<file path="src/rtl/sha_pkg.sv">
// ----------------------------------------------------------------------------
// sha_pkg
// Shared constants and round functions for the streaming SHA-256 hasher.
// ----------------------------------------------------------------------------
package sha_pkg;

   localparam int unsigned ChainWords = 8;
   localparam int unsigned Rounds     = 64;
   localparam logic [7:0]  PadMark    = 8'h80;
   localparam logic [63:0] BlockBits  = 64'd512;

   localparam logic [31:0] ROUND_K [Rounds] = '{
      32'h428a2f98, 32'h71374491, 32'hb5c0fbcf, 32'he9b5dba5,
      32'h3956c25b, 32'h59f111f1, 32'h923f82a4, 32'hab1c5ed5,
      32'hd807aa98, 32'h12835b01, 32'h243185be, 32'h550c7dc3,
      32'h72be5d74, 32'h80deb1fe, 32'h9bdc06a7, 32'hc19bf174,
      32'he49b69c1, 32'hefbe4786, 32'h0fc19dc6, 32'h240ca1cc,
      32'h2de92c6f, 32'h4a7484aa, 32'h5cb0a9dc, 32'h76f988da,
      32'h983e5152, 32'ha831c66d, 32'hb00327c8, 32'hbf597fc7,
      32'hc6e00bf3, 32'hd5a79147, 32'h06ca6351, 32'h14292967,
      32'h27b70a85, 32'h2e1b2138, 32'h4d2c6dfc, 32'h53380d13,
      32'h650a7354, 32'h766a0abb, 32'h81c2c92e, 32'h92722c85,
      32'ha2bfe8a1, 32'ha81a664b, 32'hc24b8b70, 32'hc76c51a3,
      32'hd192e819, 32'hd6990624, 32'hf40e3585, 32'h106aa070,
      32'h19a4c116, 32'h1e376c08, 32'h2748774c, 32'h34b0bcb5,
      32'h391c0cb3, 32'h4ed8aa4a, 32'h5b9cca4f, 32'h682e6ff3,
      32'h748f82ee, 32'h78a5636f, 32'h84c87814, 32'h8cc70208,
      32'h90befffa, 32'ha4506ceb, 32'hbef9a3f7, 32'hc67178f2
   };

   localparam logic [31:0] INIT_H [ChainWords] = '{
      32'h6a09e667, 32'hbb67ae85, 32'h3c6ef372, 32'ha54ff53a,
      32'h510e527f, 32'h9b05688c, 32'h1f83d9ab, 32'h5be0cd19
   };

   function automatic logic [31:0] rotr(input logic [31:0] x, input int unsigned n);
      rotr = (x >> n) | (x << (32 - n));
   endfunction

   function automatic logic [31:0] small_s0(input logic [31:0] x);
      small_s0 = rotr(x, 7) ^ rotr(x, 18) ^ (x >> 3);
   endfunction

   function automatic logic [31:0] small_s1(input logic [31:0] x);
      small_s1 = rotr(x, 17) ^ rotr(x, 19) ^ (x >> 10);
   endfunction

   function automatic logic [31:0] big_s0(input logic [31:0] x);
      big_s0 = rotr(x, 2) ^ rotr(x, 13) ^ rotr(x, 22);
   endfunction

   function automatic logic [31:0] big_s1(input logic [31:0] x);
      big_s1 = rotr(x, 6) ^ rotr(x, 11) ^ rotr(x, 25);
   endfunction

endpackage

</file>
<file path="src/rtl/sha_ram.sv">
// ----------------------------------------------------------------------------
// sha_ram
// Generic simple dual-port RAM with one write and one registered read per cycle.
// ----------------------------------------------------------------------------
module sha_ram #(
   parameter int unsigned Width = 32,
   parameter int unsigned Depth = 16
) (
   input  logic                     clock,
   input  logic                     wr_en,
   input  logic [$clog2(Depth)-1:0] wr_addr,
   input  logic [Width-1:0]         wr_data,
   input  logic [$clog2(Depth)-1:0] rd_addr,
   output logic [Width-1:0]         rd_data
);

   logic [Width-1:0] mem [Depth];
   logic [Width-1:0] rd_data_ff;

   // Write port and registered read port.
   always_ff @(posedge clock) begin
      if (wr_en) begin
         mem[wr_addr] <= wr_data;
      end
      rd_data_ff <= mem[rd_addr];
   end

   assign rd_data = rd_data_ff;

endmodule

</file>
<file path="src/rtl/sha_core.sv">
// ----------------------------------------------------------------------------
// sha_core
// SHA-256 compression of one 16-word block held in a schedule RAM. The
// schedule expands in a sixteen-word shift-register window at one round per cycle.
// ----------------------------------------------------------------------------
module sha_core
   import sha_pkg::*;
(
   input  logic        clock,
   input  logic        reset,
   input  logic        start,
   input  logic [31:0] h_in [ChainWords],
   // Block loading port into the schedule RAM.
   input  logic        load_en,
   input  logic [3:0]  load_addr,
   input  logic [31:0] load_data,
   output logic        done,
   output logic [31:0] h_out [ChainWords]
);

   typedef enum logic [1:0] {IDLE, PREP, RUN, FINISH} state_type;

   state_type   state_ff;
   logic [6:0]  round_ff;
   logic [31:0] v_ff [ChainWords];
   logic [31:0] h_ff [ChainWords];
   // Last sixteen schedule words in registers: w_ff[0] is w[t].
   logic [31:0] w_ff [16];
   logic        done_ff;

   logic        ram_wr;
   logic [3:0]  ram_waddr;
   logic [31:0] ram_wdata;
   logic [3:0]  ram_raddr;
   logic [31:0] ram_rdata;
   logic [31:0] w_new;
   logic [31:0] t1, t2;

   // Block words live in RAM; during PREP they stream into the window.
   assign ram_wr    = load_en;
   assign ram_waddr = load_addr;
   assign ram_wdata = load_data;
   assign ram_raddr = round_ff[3:0];

   sha_ram #(.Width(32), .Depth(16)) u_sched (
      .clock   (clock),
      .wr_en   (ram_wr),
      .wr_addr (ram_waddr),
      .wr_data (ram_wdata),
      .rd_addr (ram_raddr),
      .rd_data (ram_rdata)
   );

   // Next schedule word from the window.
   assign w_new = w_ff[0] + small_s0(w_ff[1]) + w_ff[9] + small_s1(w_ff[14]);

   // Round datapath.
   always_comb begin
      t1 = v_ff[7] + big_s1(v_ff[4]) + ((v_ff[4] & v_ff[5]) ^ (~v_ff[4] & v_ff[6]))
           + ROUND_K[round_ff[5:0]] + w_ff[0];
      t2 = big_s0(v_ff[0]) + ((v_ff[0] & v_ff[1]) ^ (v_ff[0] & v_ff[2]) ^ (v_ff[1] & v_ff[2]));
   end

   assign done  = done_ff;
   assign h_out = h_ff;

   always_ff @(posedge clock) begin
      done_ff <= 1'b0;
      if (reset) begin
         state_ff <= IDLE;
         round_ff <= '0;
      end else begin
         unique case (state_ff)
            IDLE: begin
               if (start) begin
                  state_ff <= PREP;
                  round_ff <= 7'd1;
                  v_ff     <= h_in;
                  h_ff     <= h_in;
               end else begin
                  round_ff <= '0;
               end
            end
            // Read all sixteen words through the registered RAM read port into the window.
            PREP: begin
               for (int i = 0; i < 15; i++) begin
                  w_ff[i] <= w_ff[i+1];
               end
               w_ff[15] <= ram_rdata;
               if (round_ff == 7'd16) begin
                  state_ff <= RUN;
                  round_ff <= '0;
               end else begin
                  round_ff <= round_ff + 7'd1;
               end
            end
            RUN: begin
               for (int i = 0; i < 15; i++) begin
                  w_ff[i] <= w_ff[i+1];
               end
               w_ff[15] <= w_new;
               for (int i = 1; i < 8; i++) begin
                  v_ff[i] <= v_ff[i-1];
               end
               v_ff[4] <= v_ff[3] + t1;
               v_ff[0] <= t1 + t2;
               if (round_ff == 7'(Rounds - 1)) begin
                  state_ff <= FINISH;
               end
               round_ff <= round_ff + 7'd1;
            end
            FINISH: begin
               for (int i = 0; i < 8; i++) begin
                  h_ff[i] <= h_ff[i] + v_ff[i];
               end
               done_ff  <= 1'b1;
               state_ff <= IDLE;
            end
            default: state_ff <= IDLE;
         endcase
      end
   end

endmodule

</file>
<file path="src/rtl/sha256_stream_hasher.sv">
// ----------------------------------------------------------------------------
// sha256_stream_hasher
// Byte-stream SHA-256: packs bytes into 32-bit words, compresses full blocks,
// pads on the final word and emits the eight-word digest.
// ----------------------------------------------------------------------------
// A byte that does not fill a block is accepted without a stall. A byte that fills
// a block stalls the input while it is compressed: start, 16 schedule loads,
// 64 rounds, the chaining add and the handoff.
// A final word adds the padding words and one compression for each padded block
// (one or two), then eight output words at one per cycle while rsp_ready is high.
// Reset is synchronous: chaining words return to the initial values and the
// byte and bit counters clear; the block contents stay undefined.
module sha256_stream_hasher
   import sha_pkg::*;
(
   input  logic        clock,
   input  logic        reset,
   input  logic        req_valid,
   output logic        req_ready,
   input  logic [7:0]  req_msg_byte,
   input  logic        req_byte_present,
   input  logic        req_end_of_message,
   output logic        rsp_valid,
   input  logic        rsp_ready,
   output logic [31:0] rsp_digest_word,
   output logic [2:0]  rsp_word_index,
   output logic        rsp_last_word
);

   typedef enum logic [2:0] {ACCEPT, COMP, PAD, LEN, OUT} state_type;

   state_type   state_ff;
   logic [31:0] chain_ff [ChainWords];
   logic [5:0]  fill_ff;
   logic [63:0] bits_ff;
   logic [23:0] part_ff;      // bytes of the word now being packed
   logic        finish_ff;    // padding still to do after this compression
   logic        final_ff;     // this compression closes the message
   logic [63:0] total_ff;
   logic [3:0]  pad_ff;       // word address written during padding
   logic [2:0]  out_idx_ff;
   logic        start_ff;

   logic        load_en;
   logic [3:0]  load_addr;
   logic [31:0] load_data;
   logic        core_done;
   logic [31:0] core_h [ChainWords];

   logic        accept;
   logic [5:0]  fill_in;
   logic [31:0] mark_word;

   sha_core u_core (
      .clock     (clock),
      .reset     (reset),
      .start     (start_ff),
      .h_in      (chain_ff),
      .load_en   (load_en),
      .load_addr (load_addr),
      .load_data (load_data),
      .done      (core_done),
      .h_out     (core_h)
   );

   assign req_ready = (state_ff == ACCEPT);
   assign accept    = req_valid && req_ready;
   assign fill_in   = fill_ff + 6'd1;

   // Word with the pad mark placed after the bytes already packed.
   always_comb begin
      case (fill_ff[1:0])
         2'd0:    mark_word = {PadMark, 24'h0};
         2'd1:    mark_word = {part_ff[7:0], PadMark, 16'h0};
         2'd2:    mark_word = {part_ff[15:0], PadMark, 8'h0};
         default: mark_word = {part_ff[23:0], PadMark};
      endcase
   end

   // Schedule RAM writes: packed bytes in ACCEPT, pad and length words later.
   always_comb begin
      load_en   = 1'b0;
      load_addr = fill_ff[5:2];
      load_data = {part_ff, req_msg_byte};
      if (state_ff == ACCEPT) begin
         load_en = accept && req_byte_present && (fill_ff[1:0] == 2'd3);
      end else if (state_ff == PAD) begin
         load_en   = 1'b1;
         load_addr = pad_ff;
         load_data = (pad_ff == fill_ff[5:2]) ? mark_word : 32'h0;
         if (pad_ff < fill_ff[5:2]) begin
            load_en = 1'b0;
         end
      end else if (state_ff == LEN) begin
         // Zeros up to word 13, then the two length words.
         load_en   = 1'b1;
         load_addr = pad_ff;
         if (pad_ff == 4'd14) begin
            load_data = total_ff[63:32];
         end else if (pad_ff == 4'd15) begin
            load_data = total_ff[31:0];
         end else begin
            load_data = 32'h0;
         end
      end
   end

   assign rsp_valid       = (state_ff == OUT);
   assign rsp_digest_word = chain_ff[out_idx_ff];
   assign rsp_word_index  = out_idx_ff;
   assign rsp_last_word   = (out_idx_ff == 3'd7);

   always_ff @(posedge clock) begin
      start_ff <= 1'b0;
      if (reset) begin
         state_ff   <= ACCEPT;
         chain_ff   <= INIT_H;
         fill_ff    <= '0;
         bits_ff    <= '0;
         finish_ff  <= 1'b0;
         final_ff   <= 1'b0;
         out_idx_ff <= '0;
         pad_ff     <= '0;
      end else begin
         unique case (state_ff)
            ACCEPT: begin
               if (accept) begin
                  if (req_byte_present) begin
                     part_ff <= {part_ff[15:0], req_msg_byte};
                     fill_ff <= fill_in;
                  end
                  if (req_byte_present && (fill_ff == 6'd63)) begin
                     // Full block: compress, then pad if the word was final.
                     start_ff  <= 1'b1;
                     finish_ff <= req_end_of_message;
                     final_ff  <= 1'b0;
                     state_ff  <= COMP;
                  end else if (req_end_of_message) begin
                     total_ff <= bits_ff + {55'd0, (req_byte_present ? fill_in : fill_ff), 3'd0};
                     pad_ff   <= req_byte_present ? fill_in[5:2] : fill_ff[5:2];
                     state_ff <= PAD;
                  end
               end
            end
            COMP: begin
               if (core_done) begin
                  chain_ff <= core_h;
                  if (final_ff) begin
                     out_idx_ff <= '0;
                     state_ff   <= OUT;
                  end else if (finish_ff) begin
                     finish_ff <= 1'b0;
                     if (fill_ff != 6'd0) begin
                        // Mark already written; remaining block is zeros plus length.
                        pad_ff <= '0;
                        fill_ff <= 6'd0;
                        part_ff <= '0;
                        state_ff <= LEN;
                     end else begin
                        total_ff <= bits_ff + BlockBits;
                        bits_ff  <= bits_ff + BlockBits;
                        pad_ff   <= '0;
                        state_ff <= PAD;
                     end
                  end else begin
                     bits_ff  <= bits_ff + BlockBits;
                     state_ff <= ACCEPT;
                  end
               end
            end
            // Mark word then zeros up to word 13, or word 15 if no room for length.
            PAD: begin
               if (fill_ff >= 6'd56) begin
                  if (pad_ff == 4'd15) begin
                     start_ff  <= 1'b1;
                     finish_ff <= 1'b1;
                     final_ff  <= 1'b0;
                     total_ff  <= total_ff;
                     fill_ff   <= 6'd1;
                     state_ff  <= COMP;
                  end
                  pad_ff <= pad_ff + 4'd1;
               end else begin
                  if (pad_ff == 4'd13) begin
                     state_ff <= LEN;
                  end
                  pad_ff <= pad_ff + 4'd1;
               end
            end
            // Zero words before the length, then the two length words.
            LEN: begin
               if (pad_ff == 4'd15) begin
                  start_ff <= 1'b1;
                  final_ff <= 1'b1;
                  state_ff <= COMP;
               end
               pad_ff <= pad_ff + 4'd1;
            end
            OUT: begin
               if (rsp_ready) begin
                  out_idx_ff <= out_idx_ff + 3'd1;
                  if (out_idx_ff == 3'd7) begin
                     chain_ff  <= INIT_H;
                     fill_ff   <= '0;
                     bits_ff   <= '0;
                     final_ff  <= 1'b0;
                     finish_ff <= 1'b0;
                     state_ff  <= ACCEPT;
                  end
               end
            end
            default: state_ff <= ACCEPT;
         endcase
      end
   end

endmodule
</file>
<file path="config.mk">
export PLATFORM = sky130hd
export DESIGN_NAME = sha256_stream_hasher
export DESIGN_NICKNAME = d
export VERILOG_FILES = /design/src/rtl/sha_pkg.sv /design/src/rtl/sha_ram.sv /design/src/rtl/sha_core.sv /design/src/rtl/sha256_stream_hasher.sv
export SDC_FILE = /design/constraint.sdc
export NUM_CORES = 2
export LEC_CHECK = 0
export ABC_AREA = 1
export BUFFER_PORTS_ARGS = -buffer_cell sky130_fd_sc_hd__buf_2
export CAP_MARGIN = 0
export CORE_ASPECT_RATIO = 1.75
export CORE_MARGIN = 3
export CORE_UTILIZATION = 40
export DETAILED_ROUTE_END_ITERATION = 8
export HOLD_SLACK_MARGIN = 0.1
export PLACE_DENSITY_LB_ADDON = 0.15
export SKIP_CTS_REPAIR_TIMING = 1
export SYNTH_ARGS = -nofsm -noshare
export SYNTH_HDL_FRONTEND = slang
export SYNTH_SLANG_ARGS = --single-unit
</file>
<file path="constraint.sdc">
create_clock -name clock -period 38.3 [get_ports clock]
set_input_delay 1.915 -clock clock [delete_from_list [all_inputs] [get_ports clock]]
set_output_delay 1.915 -clock clock [all_outputs]
set_load 0.03 [all_outputs]
</file>
# Word level (Yosys, flattened, before mapping)
# Memory sizes are Yosys's and may differ from the RTL's. A register that Yosys moved wholly into a read port is not among the register bits.
# Index checks and enable logic that the tools add are counted.
# word_totals
romBits	2048
memories	3
elab_cells	318
out_inout_bits	38
register_bits	949
in_bits	14
ram_bits	1024
# op_classes
n_addsub	24
eq_ne	40
order_cmp	4
n_mux	134
reduce_logical	30
bitwise_logic	46
# mem_list
name	depth	width	read_ports	rd_ports_with_merged_regs	wr	line	source
(no name shown)	64	32	1	0	0	sha_core.sv:60	+ ROUND_K[round_ff[5:0]] + w_ff[0];
u_core.u_sched.mem	16	32	1	1	1	sha_ram.sv:17	logic [Width-1:0] mem [Depth];
u_core.w_ff	16	32	16	0	16	sha_core.sv:28	logic [31:0] w_ff [16];
# op_table
op	n
$pmux W256 S2	3
$mux W256	4
$mux W32	26
$mux W64	12
$add A32 B32 Y32	18
$xor A32 B32 Y32	9
$pmux W64 S2	2
$and A32 B32 Y32	5
$mux W24	6
$bmux W32 S3	1
$pmux W32 S3	1
$add A64 B10 Y64 const B	1
$add A64 B9 Y64	1
$mux W6	10
$pmux W24 S2	1
$mux W3	14
$mux W4	10
$not A32 Y32	1
$or A10 B32 Y32	1
$or A13 B32 Y32	1
$or A14 B32 Y32	1
$or A15 B32 Y32	1
$or A19 B32 Y32	1
$or A21 B32 Y32	1
other kinds (58)	147

# Longest topological paths before layout
# logic_depth
word_depth	9
depth_mapped	47

# By module
# Synthesis repeated with hierarchy kept, for this count alone.
# unflattened
hier_cells	12943
area_unflattened_um2	113695.3
# modules_own_cells
module	area_per_inst_um2	n_inst	cells_each
sha_core	70257.4	1	7909
sha_ram	22744.3	1	2120
sha256_stream_hasher	20693.6	1	2914

# Worst setup path before layout
# OpenSTA, ideal clock, no wires.
# synth_timing
kind	input to register
startpoint	input reset
endpoint	memory u_core.w_ff[0][0] (enable)
arrival_ps	27041
path_stages	4
setup_ps	1561
required_ps	36739
setup_slack_ps	9698
path_cell_list	clkbuf_1 > clkbuf_1 > clkbuf_1 > a21oi_1
# synth_rtl
item	line	source
start: declaration	sha256_stream_hasher.sv:17	input logic reset,
end: declaration	sha_core.sv:28	

# Worst setup path after layout
# layout_timing
startpoint	register u_core.round_ff[1]
endpoint	register u_core.v_ff[242] (netlist bit), data pin
# layout_via
elab_chain_len	8
# layout_lines
item	line	source
start: declaration	sha_core.sv:24	logic [6:0] round_ff;
start signal: assignment	sha_core.sv:94	round_ff <= round_ff + 7'd1;
start signal: assignment	sha_core.sv:110	round_ff <= round_ff + 7'd1;
$not A6 Y7 (implied by the code)	sha_core.sv:60	
$mem_v2 Z64 W32	--	
$mux W32 (implied by the code) (2 in series)	sha_core.sv:60	
$add A32 B32 Y32 (2 in series)	sha_core.sv:60	
$add A32 B32 Y32	sha_core.sv:106	v_ff[0] <= t1 + t2;
$pmux W256 S2	sha_core.sv:73	unique case (state_ff)
end signal: assignment	sha_core.sv:78	v_ff <= h_in;
end signal: indexed assignment	sha_core.sv:103	v_ff[i] <= v_ff[i-1];
end: declaration	sha_core.sv:25	logic [31:0] v_ff [ChainWords];
# Every way passes these cells. The select of a mux whose other input is x is not followed.
# A chain may end at the register's enable or synchronous reset.

==> results.cfg <==
[setup_path]
slowest_delay_ns = 1.22
cp_max_fo = 16
crit_slowest_cell = a221oi_1
critPathKind = reg2reg
crit_path_end_kind = flip-flop
arrival_ns = 10.83
crit_required_ns = 38.93
crit_top_cell = inv_1
start_kind = flip-flop

[detailed_routing]
post_drt_wl_per_cell_um = 30.8
postRouteAntennaNets = 0
vias = 88416
drc = 0
wl_mm = 471
vias_per_cell = 5.79
first_iter_violations = 7839
drt_first_pass_iters = 8

[grt]
grt_pass1_wl_mm = 656
grt_pass1_vias = 87683
grt_start_max_net_pins = 199
antenna_found_initial = 11
grt_usage_pct = 32.7
overflow = 0

[clock_network]
cts_sinks = 1993
cts_max_level = 4
cts_tree = yes
clk_path_buf_depth = 4
cts_buffers = 203
clock_latency_ns = 0.92
clockRootBuffer = clkbuf_16
clk_pin_slew_ns = 0.07

[placement]
port_buffers = 51
dpl.hpwl_mm = 352
gp_congestion = 1.02
place_inst = 14891

[logic_synthesis]
async_flop_share_pct = 0
synth_area_um2 = 109000
synth_edf_count = 1621
synthesis.nets = 12248
yosysTopAreaCell = edfxtp_1
avgSynthCellArea_um2 = 9.42
yosysWarnings = 0
synthFlopType = edfxtp_1
syn_inst = 11627
synth_top_area_share_pct = 44.5
synth_sequential_area_ratio_pct = 51.3
synthTopCellsByArea = edfxtp_1, nand2_1, dfxtp_1
synthTopCellsByCount = nand2_1, edfxtp_1, inv_1
yosysMostFrequentCell = nand2_1
synth_cell_types = 76
ys_seq_elements = 1993

[layout]
fin_nets = 12147
layoutNonFillerInstCount = 15267
drive_gt1_share_pct = 6.02
area_growth_pct = 10.0

[sta]
worstMarginPinSlew_ns = 1.49
skew_ns = 0.0910
hold_viol_final = 0
setup_viol = 0
rsz0062_at_grt = false
slew_headroom_pct = 0.385
min_period_ns = 10.20
min_period_over_period_pct = 26.6
maxSlewViolCount = 0
fmax_mhz = 98.1
fin_setup_tns_ns = 0

[flow_run]
cap_violations = 0

[hold_path]
hold_path.class = reg2reg

[floorplanning]
chipWidth_um = 401
die-area_um2 = 280000
die_height_um = 698
ios = 52
rows = 253
start_util_pct = 40.3
core-area_um2 = 272000

[run_status]
status = completed
==> area by class of cell <==
cell class,count,area [um2]
multi-input combinational,7849,46800
fill,26212,151000
inverter,1281,4850
timing repair buffer,198,1420
antenna,7,17.5
tap,3570,4470
clock inverter,110,1150
clock buffer,259,5620
sequential,1993,56100
==> final timing paths <==
path | start | endpoint | slack [ns] | depth (start not counted)
setup / recovery | u_core.round_ff[1]$_SDFFE_PP0P_ | u_core.v_ff[242]$_DFFE_PP_ | 28.10 | 29
hold / removal | u_core.w_ff[13][30]$_DFFE_PP_ | u_core.w_ff[12][30]$_DFFE_PP_ | 0.41 | 0
setup reg to reg | u_core.round_ff[1]$_SDFFE_PP0P_ | u_core.v_ff[242]$_DFFE_PP_ | 28.10 | 29
hold reg to reg | u_core.w_ff[13][30]$_DFFE_PP_ | u_core.w_ff[12][30]$_DFFE_PP_ | 0.41 | 0
==> per-stage QoR <==
| step | worst slack, ns | hold WS, ns | utilization (%) | cell area, um2 |
|---|---|---|---|---|
| after global placement | 28.17 | 0.400 | 41.8 | 114000 |
| final | 28.10 | 0.405 | 44.3 | 120000 |
| after detailed placement | 28.44 | 0.405 | 41.8 | 114000 |
| after global routing | 27.74 | 0.403 | 44.3 | 120000 |
| after CTS | 28.37 | 0.399 | 44.3 | 120000 |
| after floorplan | 9.70 | 0.400 | - | 109000 |
==> worst max-delay path: cells and delay by family (launching register included) <==
family / cells / cell delay (ns)
buf+inv: 6 / 0.73
simple gates: 8 / 1.98
flops: 1 / 0.82
fa+ha+maj: 7 / 3.07
xor+xnor: 1 / 0.69
compound gates: 7 / 2.58
==> flip-flops by register name (all words and copies together), names as in the netlist, 2 cells and up <==
name,flops
bits_ff,55
chain_ff,256
fill_ff,6
pad_ff,4
part_ff,24
rsp_word_index,3
state_ff,3
total_ff,61
u_core.h_out,256
u_core.round_ff,7
u_core.state_ff,2
u_core.u_sched.mem,512
u_core.u_sched.rd_data,32
u_core.v_ff,256
u_core.w_ff,512
==> cells in the final DEF (no fill, tap or decap), types with 20 or more instances in the layout <==
cell	count
a211oi_1	101
a21boi_0	46
a21o_1	75
a21oi_1	835
a221oi_1	79
a22o_1	73
a31oi_1	112
a32o_1	32
buf_2	50
buf_4	143
bufinv_16	20
clkbuf_1	28
clkbuf_16	207
clkbuf_8	24
clkinv_1	30
clkinv_2	40
dfxtp_1	368
edfxtp_1	1621
fa_1	195
ha_1	410
inv_1	1250
maj3_1	24
mux2i_1	25
nand2_1	2238
nand3_1	591
nand3b_1	46
nand4_1	113
nor2_1	712
nor3_1	127
nor4_1	22
o211ai_1	151
o21a_1	25
o21ai_0	1007
o21bai_1	45
o221a_2	26
o22ai_1	33
or2_2	84
xnor2_1	210
xor2_1	248
==> logic make-up after synthesis <==
kind of cell,after synthesis,synth area share [%]
buf+inv,1785,6.17
compound gates,2742,14.8
flops,1993,51.3
mux,29,0.270
simple gates,3988,15.3
fa+ha+maj,631,8.49
xor+xnor,458,3.66
other cells,1,0.00343
==> metal layers <==
layer	GRT usage (%)	vias to the layer above	part of all wire [%]
li1	-	40133	-
met1	35.5	43371	35
met2	57.4	3687	50
met3	4.03	1221	5.4
met4	26.1	4	9.8
met5	0	-	0.0057
Power is left out: the tool's default activity adds up to more than one toggle a clock period on the data nets, which glitch-free logic cannot reach.
